**src/hdl/spr_pkg.sv**
```systemverilog
// Shared types, register offsets and codes for the serial port register model.
// No dependencies; used by spr_step and serial_port_register_model.
package spr_pkg;

	// Configuration
	localparam int unsigned CfgIdxW  = 3;
	localparam int unsigned CfgDataW = 5;

	localparam logic [CfgIdxW-1:0] CFG_VARIANT   = 3'd0;
	localparam logic [CfgIdxW-1:0] CFG_TX_OFFSET = 3'd1;
	localparam logic [CfgIdxW-1:0] CFG_RX_OFFSET = 3'd2;
	localparam logic [CfgIdxW-1:0] CFG_XCHG      = 3'd3;
	localparam logic [CfgIdxW-1:0] CFG_DMA       = 3'd4;

	localparam logic [1:0] VAR_CLASSIC  = 2'd0;
	localparam logic [1:0] VAR_GATED    = 2'd1;
	localparam logic [1:0] VAR_ENHANCED = 2'd2;

	localparam logic [1:0] KIND_READ  = 2'd0;
	localparam logic [1:0] KIND_WRITE = 2'd1;
	localparam logic [1:0] KIND_LINE  = 2'd2;

	// Register offsets
	localparam logic [4:0] OFF_STATUS   = 5'h0A;
	localparam logic [4:0] OFF_ERXBUF   = 5'h0C;
	localparam logic [4:0] OFF_IE       = 5'h1A;
	localparam logic [4:0] OFF_IFG      = 5'h1C;
	localparam logic [4:0] OFF_IV       = 5'h1E;
	localparam logic [4:0] OFF_CTL      = 5'h01;
	localparam logic [4:0] OFF_BAUD_LO  = 5'h02;
	localparam logic [4:0] OFF_BAUD_HI  = 5'h03;
	localparam logic [4:0] OFF_RX_DFLT  = 5'h06;

	localparam logic [4:0] TX_OFFSET_RST = 5'd7;

	localparam logic [15:0] FLAG_TX = 16'h0002;
	localparam logic [15:0] FLAG_RX = 16'h0001;

	localparam logic [15:0] IV_RX     = 16'h0002;
	localparam logic [15:0] IV_TX     = 16'h0004;
	localparam logic [15:0] TX_EMPTY  = 16'h0001;

	typedef struct packed {
		logic [1:0] variant;
		logic [4:0] send_off;
		logic [4:0] recv_off;
		logic       xchg;
		logic       dma;
	} cfg_t;

	typedef struct packed {
		logic [15:0] enh_flags;
		logic [15:0] enh_enables;
		logic        tx_flag;
		logic        rx_flag;
		logic [7:0]  rx_buffer;
		logic        soft_reset;
		logic [7:0]  baud_low;
		logic [7:0]  baud_high;
	} state_t;

	typedef struct packed {
		logic [1:0]  kind;
		logic [4:0]  offset;
		logic [15:0] write_data;
		logic        reply_valid;
		logic [7:0]  reply_byte;
		logic [7:0]  line_byte;
		logic        ext_tx_enable;
		logic        ext_rx_enable;
	} word_in_t;

	typedef struct packed {
		logic [15:0] read_data;
		logic        send_valid;
		logic [7:0]  send_byte;
		logic        exchange_request;
		logic        dma_request;
		logic        shared_irq;
		logic        tx_irq;
		logic        rx_irq;
	} word_out_t;

endpackage

```
**src/hdl/spr_step.sv**
```systemverilog
// Combinational register access: next register state and result word for one input word.
// Depends on spr_pkg.
module spr_step (
	input  spr_pkg::cfg_t      cfg,
	input  spr_pkg::state_t    cur,
	input  spr_pkg::word_in_t  win,
	output spr_pkg::state_t    nxt,
	output spr_pkg::word_out_t wout
);

	logic       enh;
	logic       gated;
	logic       upd;
	logic       done;
	logic       blocked;
	logic       resp;
	logic [4:0] rxoff;
	logic [15:0] pend;

	assign enh   = (cfg.variant == spr_pkg::VAR_ENHANCED);
	assign gated = (cfg.variant == spr_pkg::VAR_GATED);
	assign pend  = cur.enh_flags & cur.enh_enables;

	always_comb begin
		nxt     = cur;
		wout    = '0;
		upd     = 1'b0;
		done    = 1'b0;
		blocked = 1'b0;
		resp    = 1'b0;
		rxoff   = enh ? spr_pkg::OFF_ERXBUF
			: ((cfg.recv_off != 5'd0) ? cfg.recv_off : spr_pkg::OFF_RX_DFLT);

		case (win.kind)
			spr_pkg::KIND_READ: begin
				if (enh) begin
					if (win.offset == spr_pkg::OFF_IFG) begin
						wout.read_data = cur.enh_flags;
						done = 1'b1;
					end else if (win.offset == spr_pkg::OFF_IE) begin
						wout.read_data = cur.enh_enables;
						done = 1'b1;
					end else if (win.offset == spr_pkg::OFF_STATUS) begin
						done = 1'b1;
					end else if (win.offset == spr_pkg::OFF_IV) begin
						done = 1'b1;
						// receive wins; the reported flag is cleared
						if ((pend & spr_pkg::FLAG_RX) != '0) begin
							nxt.enh_flags  = cur.enh_flags & ~spr_pkg::FLAG_RX;
							wout.read_data = spr_pkg::IV_RX;
						end else if ((pend & spr_pkg::FLAG_TX) != '0) begin
							nxt.enh_flags  = cur.enh_flags & ~spr_pkg::FLAG_TX;
							wout.read_data = spr_pkg::IV_TX;
						end
					end
				end else if (win.offset == spr_pkg::OFF_CTL && !gated) begin
					wout.read_data = spr_pkg::TX_EMPTY;
					done = 1'b1;
				end
				if (!done && win.offset == rxoff) begin
					if (enh) nxt.enh_flags = cur.enh_flags & ~spr_pkg::FLAG_RX;
					else nxt.rx_flag = 1'b0;
					upd = 1'b1;
					wout.read_data = {8'd0, cur.rx_buffer};
				end
			end
			spr_pkg::KIND_WRITE: begin
				if (enh) begin
					if (win.offset == spr_pkg::OFF_IE) begin
						nxt.enh_enables = win.write_data;
						done = 1'b1;
					end else if (win.offset == spr_pkg::OFF_IFG) begin
						// a flag write always leaves the transmit flag set
						nxt.enh_flags = win.write_data | spr_pkg::FLAG_TX;
						done = 1'b1;
					end
				end
				if (!done && gated) begin
					if (win.offset == spr_pkg::OFF_CTL) begin
						nxt.soft_reset = win.write_data[0];
						if (cur.soft_reset && !win.write_data[0]) begin
							nxt.tx_flag = 1'b1;
							nxt.rx_flag = 1'b0;
							upd = 1'b1;
						end
					end
					if (win.offset == spr_pkg::OFF_BAUD_LO) nxt.baud_low = win.write_data[7:0];
					if (win.offset == spr_pkg::OFF_BAUD_HI) nxt.baud_high = win.write_data[7:0];
				end
				if (!done && win.offset == cfg.send_off) begin
					// gating sees the control and baud values written by this same word
					blocked = gated && !cfg.xchg &&
						(nxt.soft_reset || (nxt.baud_low == 8'd0 && nxt.baud_high == 8'd0));
					wout.send_byte = win.write_data[7:0];
					if (cfg.xchg) begin
						wout.exchange_request = 1'b1;
						if (win.reply_valid) begin
							nxt.rx_buffer = win.reply_byte;
							resp = 1'b1;
						end
					end
					wout.send_valid = !blocked;
					if (enh) begin
						nxt.enh_flags = nxt.enh_flags | spr_pkg::FLAG_TX |
							(resp ? spr_pkg::FLAG_RX : 16'd0);
					end else begin
						nxt.tx_flag = 1'b1;
						if (resp || !cfg.xchg) nxt.rx_flag = 1'b1;
					end
					upd = 1'b1;
				end
			end
			spr_pkg::KIND_LINE: begin
				nxt.rx_buffer = win.line_byte;
				if (cfg.dma) begin
					// DMA takes the byte at once, so the receive flag ends cleared
					wout.dma_request = 1'b1;
					if (enh) nxt.enh_flags = cur.enh_flags & ~spr_pkg::FLAG_RX;
					else nxt.rx_flag = 1'b0;
				end else begin
					if (enh) nxt.enh_flags = cur.enh_flags | spr_pkg::FLAG_RX;
					else nxt.rx_flag = 1'b1;
				end
				upd = 1'b1;
			end
			default: begin
			end
		endcase

		wout.shared_irq = enh && ((nxt.enh_flags & nxt.enh_enables) != '0);
		wout.tx_irq     = !enh && upd && nxt.tx_flag && win.ext_tx_enable;
		wout.rx_irq     = !enh && upd && nxt.rx_flag && win.ext_rx_enable;
	end

endmodule

```
**config.mk**
```make
export PLATFORM = sky130hd
export DESIGN_NAME = spr_step
export DESIGN_NICKNAME = d
export VERILOG_FILES = /design/src/hdl/spr_pkg.sv /design/src/hdl/spr_step.sv
export SDC_FILE = /design/constraint.sdc
export NUM_CORES = 1
export LEC_CHECK = 0
export ABC_AREA = 1
export BUFFER_PORTS_ARGS = -buffer_cell sky130_fd_sc_hd__clkbuf_2
export CORE_MARGIN = 2
export CORE_UTILIZATION = 39
export DETAILED_ROUTE_END_ITERATION = 10
export PLACE_DENSITY = 0.8
export SLEW_MARGIN = 10
export SYNTH_ARGS = -nofsm -noshare
export SYNTH_HDL_FRONTEND = slang
export SYNTH_SLANG_ARGS = --single-unit
```
**constraint.sdc**
```tcl
create_clock -name vclk -period 2.4
set_clock_uncertainty 0.15 [all_clocks]
set_input_delay 0.48 -clock vclk [all_inputs]
set_output_delay 0.48 -clock vclk [all_outputs]
set_load 0.02 [all_outputs]
```
==> results of run 1 <==
## what timing repair did
action / 4_1_cts
endpoints found under the setup margin: 74
gates resized for setup: 254
pin swaps: 39
setup buffers: 26
gates cloned: 6
## stage by stage
stage / std cells / setup TNS [ns] / worst slack [ns] / cell area (sq um)
4_1_cts: 961 / -9.67 / -0.373 / 6120
3_5_place_dp: 932 / -20.50 / -0.503 / 4910
2_1_floorplan: 562 / -0.820 / -0.164 / 3090
3_3_place_gp: 932 / -18.15 / -0.482 / 4910
## logic make-up after synthesis
kind of cell             after synthesis
buffers and inverters                115
AO/OA/AOI/OAI                        143
AND/OR/NAND/NOR                      297
XOR/XNOR                               3
adder cells (fa/ha/maj)                4
## cell usage after synthesis (4+ instances only)
library cell,count,area share
sky130_fd_sc_hd__buf_2,10,0.018
sky130_fd_sc_hd__clkbuf_1,9,0.012
sky130_fd_sc_hd__nor2_1,44,0.061
sky130_fd_sc_hd__nor2_4,5,0.021
sky130_fd_sc_hd__nand2_1,171,0.24
sky130_fd_sc_hd__inv_1,79,0.11
sky130_fd_sc_hd__a21oi_1,32,0.059
sky130_fd_sc_hd__o21ai_1,21,0.039
sky130_fd_sc_hd__o22ai_1,9,0.021
sky130_fd_sc_hd__o21ai_2,6,0.019
sky130_fd_sc_hd__o211ai_1,4,0.011
sky130_fd_sc_hd__o21ai_0,46,0.085
sky130_fd_sc_hd__nand4_1,12,0.028
sky130_fd_sc_hd__ha_1,4,0.018
sky130_fd_sc_hd__nand3_1,48,0.088
sky130_fd_sc_hd__buf_6,4,0.017
sky130_fd_sc_hd__a22oi_1,8,0.022
sky130_fd_sc_hd__inv_2,9,0.012
sky130_fd_sc_hd__nand2_2,7,0.016
sky130_fd_sc_hd__a211oi_1,6,0.017
==> results.rst, run 1 <==
.. list-table::
   :header-rows: 1

   * - Metric
     - Value
   * - Number of top-level pins
     - between 200 and 250
   * - Type of pin the worst path ends at
     - top-level output
   * - Overall die width
     - about 88 um
   * - Unique masters post-synth
     - 37
   * - Hold_buf cts
     - 0
   * - Synthesis warning total
     - 0
   * - Run Error
     - [ERROR DPL-0038] Utilization greater than 100%, impossible to legalize
   * - Netlist area before placement
     - about 2700 sq um
   * - Fraction of synthesized cell area in xor and xnor cells
     - 0.00966
   * - Largest family of logic cells by synthesized area
     - simple AND/OR/NAND/NOR gates
   * - PortBufs
     - 204
   * - Starting Density
     - 0.403
   * - Std cell rows
     - 30
   * - Simple-gate share of the synthesized area
     - 0.490
   * - Post-Syn Instances
     - 562
   * - Mean instance size in the synthesized netlist
     - 4.84 sq um
   * - Maximum number of pins on one net before global-route repair
     - 44
   * - Post-synthesis adder-cell area fraction
     - 0.0184
   * - Last stage reached
     - global routing
   * - Mux cell area share after synthesis
     - 0
   * - Total half-perimeter wirelength after legalization and detailed placement
     - around 12000 um
   * - Chip Height
     - 87.5 um
   * - Share of the yosys chip area belonging to registers
     - 0
   * - Compound-gate portion of the synthesized area
     - 0.304
   * - GRT repair_timing worst endpoint
     - wout[2]
   * - Run status
     - aborted with a tool error
   * - Net count after synthesis
     - between 600 and 700
   * - Final GP Congestion
     - between 0.9 and 1
==> run 2, diff against run 1 <==
--- a/config.mk
+++ b/config.mk
@@ -8,9 +8,9 @@
 export ABC_AREA = 1
 export BUFFER_PORTS_ARGS = -buffer_cell sky130_fd_sc_hd__clkbuf_2
 export CORE_MARGIN = 2
-export CORE_UTILIZATION = 39
+export CORE_UTILIZATION = 40
 export DETAILED_ROUTE_END_ITERATION = 10
-export PLACE_DENSITY = 0.8
+export PLACE_DENSITY_LB_ADDON = 0.15
 export SLEW_MARGIN = 10
 export SYNTH_ARGS = -nofsm -noshare
 export SYNTH_HDL_FRONTEND = slang
==> constraint.sdc (replaced) <==
create_clock -name vclk -period 3.1
set_clock_uncertainty 0.15 [all_clocks]
set_input_delay 0.62 -clock vclk [all_inputs]
set_output_delay 0.62 -clock vclk [all_outputs]
set_load 0.02 [all_outputs]
==> run 2 against run 1 <==
  * The flow now finishes, with violations (setup timing)
  * Synthesized cell count did not move
  * Area after synthesis stayed put
==> results.rst, run 2 <==
.. list-table::
   :header-rows: 1

   * - Metric
     - Value
   * - Chip Height
     - 86.5 um (-1.2%)
   * - Residual DRC
     - 0
   * - Final hold slack
     - around 1.4 ns
   * - Top cells by count, synth
     - sky130_fd_sc_hd__nand2_1, sky130_fd_sc_hd__inv_1, sky130_fd_sc_hd__nand3_1
   * - Final hold violation count
     - 0
   * - Synthesis warning total
     - 0 (unchanged)
   * - DP Area
     - 4180 sq um (-15%)
   * - Router iterations before antenna repair
     - 6
   * - Critical Path Max Stage Delay
     - between 0.2 and 0.25 ns
   * - Combinational power share
     - 1.000
   * - Share of the yosys chip area belonging to registers
     - 0 (unchanged)
   * - Final GP Congestion
     - 0.978 (-1.8%)
   * - Vias per Instance
     - roughly 5.4
   * - Lkg Pwr
     - approximately 0.0028 uW
   * - Hold path start
     - cur[26]
   * - Seq cells
     - 0
   * - Net count after synthesis
     - 681 (unchanged)
   * - Crit path kind
     - in2out
   * - Std cell rows
     - 30 (unchanged)
   * - Most frequent cells in the layout
     - sky130_fd_sc_hd__clkbuf_2, sky130_fd_sc_hd__nand2_1, sky130_fd_sc_hd__inv_1
   * - Final ANT Viol Nets
     - 0
   * - Switching Fraction
     - 0.604
   * - Initial DRC Count
     - 373
   * - Overall die width
     - 86.5 um (-1.2%)
   * - Core Footprint
     - between 6000 and 7000 sq um
   * - Number of top-level pins
     - 204 (unchanged)
   * - Post-synth top area share
     - 0.236 (unchanged)
   * - # Max-Cap Violations
     - 0
   * - Mean instance size in the synthesized netlist
     - 4.84 sq um (unchanged)
   * - Slew Limit Headroom
     - 0.704
   * - Count of nets after finishing
     - around 940
   * - Via count of the first global-routing pass
     - approximately 4200
   * - Biggest area consumer among synthesized cells
     - sky130_fd_sc_hd__nand2_1
   * - Hold Path Class
     - in2out
   * - Cell-by-cell trace of the critical path
     - buf_6 > inv_4 > nand2_1 > nand2_1 > nor2_1 > nand2_1 > nor2_4 > o21ai_4 > nor2_4 > clkinv_4 > buf_4 > a21oi_1 > o21ai_1 > a22oi_1 > buf_4
   * - Starting Density
     - 0.407 (+0.00453)
   * - Setup ws final
     - -0.0524 ns
   * - Net switching power
     - 402 uW
   * - Combined flip-flop and latch cell area
     - 0 sq um
   * - Hold_buf cts
     - 0 (unchanged)
   * - Floorplan die area
     - 7480 sq um
   * - Area growth, synth to finish
     - 70.8%
   * - Worst hold path stage count
     - 4
   * - Unique masters post-synth
     - 37 (unchanged)
   * - Setup repair after global routing missed its margin
     - yes
   * - Sum of routed wire length over all layers
     - ~14000 um
   * - CP top delay family
     - simple AND/OR/NAND/NOR gates
   * - Power density of the placed cells
     - ~140 nW/um^2
   * - WHS Endpoint
     - nxt[26]
   * - Max VDD drop
     - roughly 140 uV
   * - Via count
     - 4862
   * - Netlist area before placement
     - 2720 sq um (unchanged)
   * - Finish-stage setup viols
     - 1
   * - Routed length per instance
     - 15.3 um
   * - Largest fanout of any net on the critical path
     - 7
   * - Min Tclk post-route
     - approximately 3.2 ns
   * - Global Route Usage Sum
     - 0.321
   * - Total half-perimeter wirelength after legalization and detailed placement
     - 10400 um (-12%)
   * - Kind of start point of the critical path
     - primary input
   * - Data arrival time of the critical path
     - around 2.4 ns
   * - Post-Syn Instances
     - 562 (unchanged)
   * - Total buffers and inverters traversed by the critical path
     - 5
   * - Clock network power share
     - 0
   * - Final-layout clock buffer total
     - 0
   * - Number of max-slew violations in the final report
     - 0
   * - Final clock period utilization by the worst path
     - 1.02
   * - Initial antenna violation count
     - 0
   * - Antenna Diode Count
     - 0
   * - Run status
     - finished, violations left
   * - Wire length of the first global-routing pass
     - 19600 um
   * - Register share of total power
     - 0
   * - Leftover overflow at the end of global routing
     - 0
   * - Crit end category
     - output port
   * - Final instance area
     - 4650 sq um
   * - Peak Freq
     - roughly 320 MHz
   * - Maximum number of pins on one net before global-route repair
     - 44
   * - Critical-path top delay cell
     - sky130_fd_sc_hd__a22oi_1
   * - Required time at the endpoint of the critical path
     - 2.33 ns
   * - Violations in the final reports
     - setup timing
   * - Most frequent cell on the critical path
     - sky130_fd_sc_hd__nand2_1
   * - Internal power consumption
     - 264 uW
   * - PortBufs
     - 204 (unchanged)
   * - Main area contributors after synthesis
     - sky130_fd_sc_hd__nand2_1, sky130_fd_sc_hd__inv_1, sky130_fd_sc_hd__nand3_1
   * - Most common library cell in the layout ignoring fill and taps
     - sky130_fd_sc_hd__clkbuf_2
   * - Setup total negative slack
     - -0.0524 ns
   * - Slew at the pin closest to its max-slew limit
     - 0.444 ns
   * - Fraction of layout instances using a drive strength above 1
     - 0.426
   * - Most common cell in the synthesized netlist
     - sky130_fd_sc_hd__nand2_1
[run 2: per-stage QoR]
stage | power (uW) | cells | util | worst slack, ns
floorplan | 329 | 562 | - | -0.182
global placement | 588 | 876 | 0.626 | -0.0203
detailed placement | 593 | 876 | 0.626 | -0.0618
CTS | 604 | 881 | 0.639 | -0.00893
global route | 721 | 895 | 0.696 | -0.208
finish | 667 | 895 | 0.696 | -0.0524
[run 2: cell type report]
cell class / count / area (sq um)
fill: 643 / 2030
inverter: 88 / 340
multi-input combinational: 449 / 2450
tap: 80 / 100
timing repair buffer: 278 / 1760
[run 2: how the worst max path moves through the flow]
stage               cells after the start  endpoint    start  slack, ns
floorplan                               5  wout[26]  cfg[13]      -0.18
global placement                       16   wout[2]  win[41]      -0.02
detailed placement                     12   wout[2]  win[36]      -0.06
CTS                                    16   wout[2]  win[41]     -0.009
global route                           15   nxt[24]  win[36]      -0.21
finish                                 15   nxt[24]  win[36]      -0.05
[run 2: kinds of logic (layout without fill, tap and decap cells)]
group                    count (synthesis)  count (layout)  synth area share
AO/OA/AOI/OAI                          143             143             0.304
XOR/XNOR                                 3               3           0.00966
adder cells (fa/ha/maj)                  4               4            0.0184
buffers and inverters                  115             366             0.178
AND/OR/NAND/NOR                        297             299             0.490
[run 2: power groups by stage]
stage          clock (uW)  combinational [uW]  sequential [uW]
2_1_floorplan           0                 329                0
3_3_place_gp            0                 588                0
3_5_place_dp            0                 593                0
4_1_cts                 0                 604                0
5_1_grt                 0                 721                0
6_report                0                 667                0
[run 2: per-layer routing]
layer | track usage | share of wire
met3 | 0.0267 | 0.084
met2 | 0.611 | 0.50
met1 | 0.383 | 0.38
met4 | 0.0810 | 0.036
met5 | 0 | 0
[run 2: timing repair]
item / 4_1_cts / 5_1_grt
gates cloned: 1 / 2
endpoints found under the setup margin: 3 / 20
pin swaps: 3 / 13
resized for setup: 11 / 89
setup buffers: 4 / 12
Power figures use the tool's default switching activity.
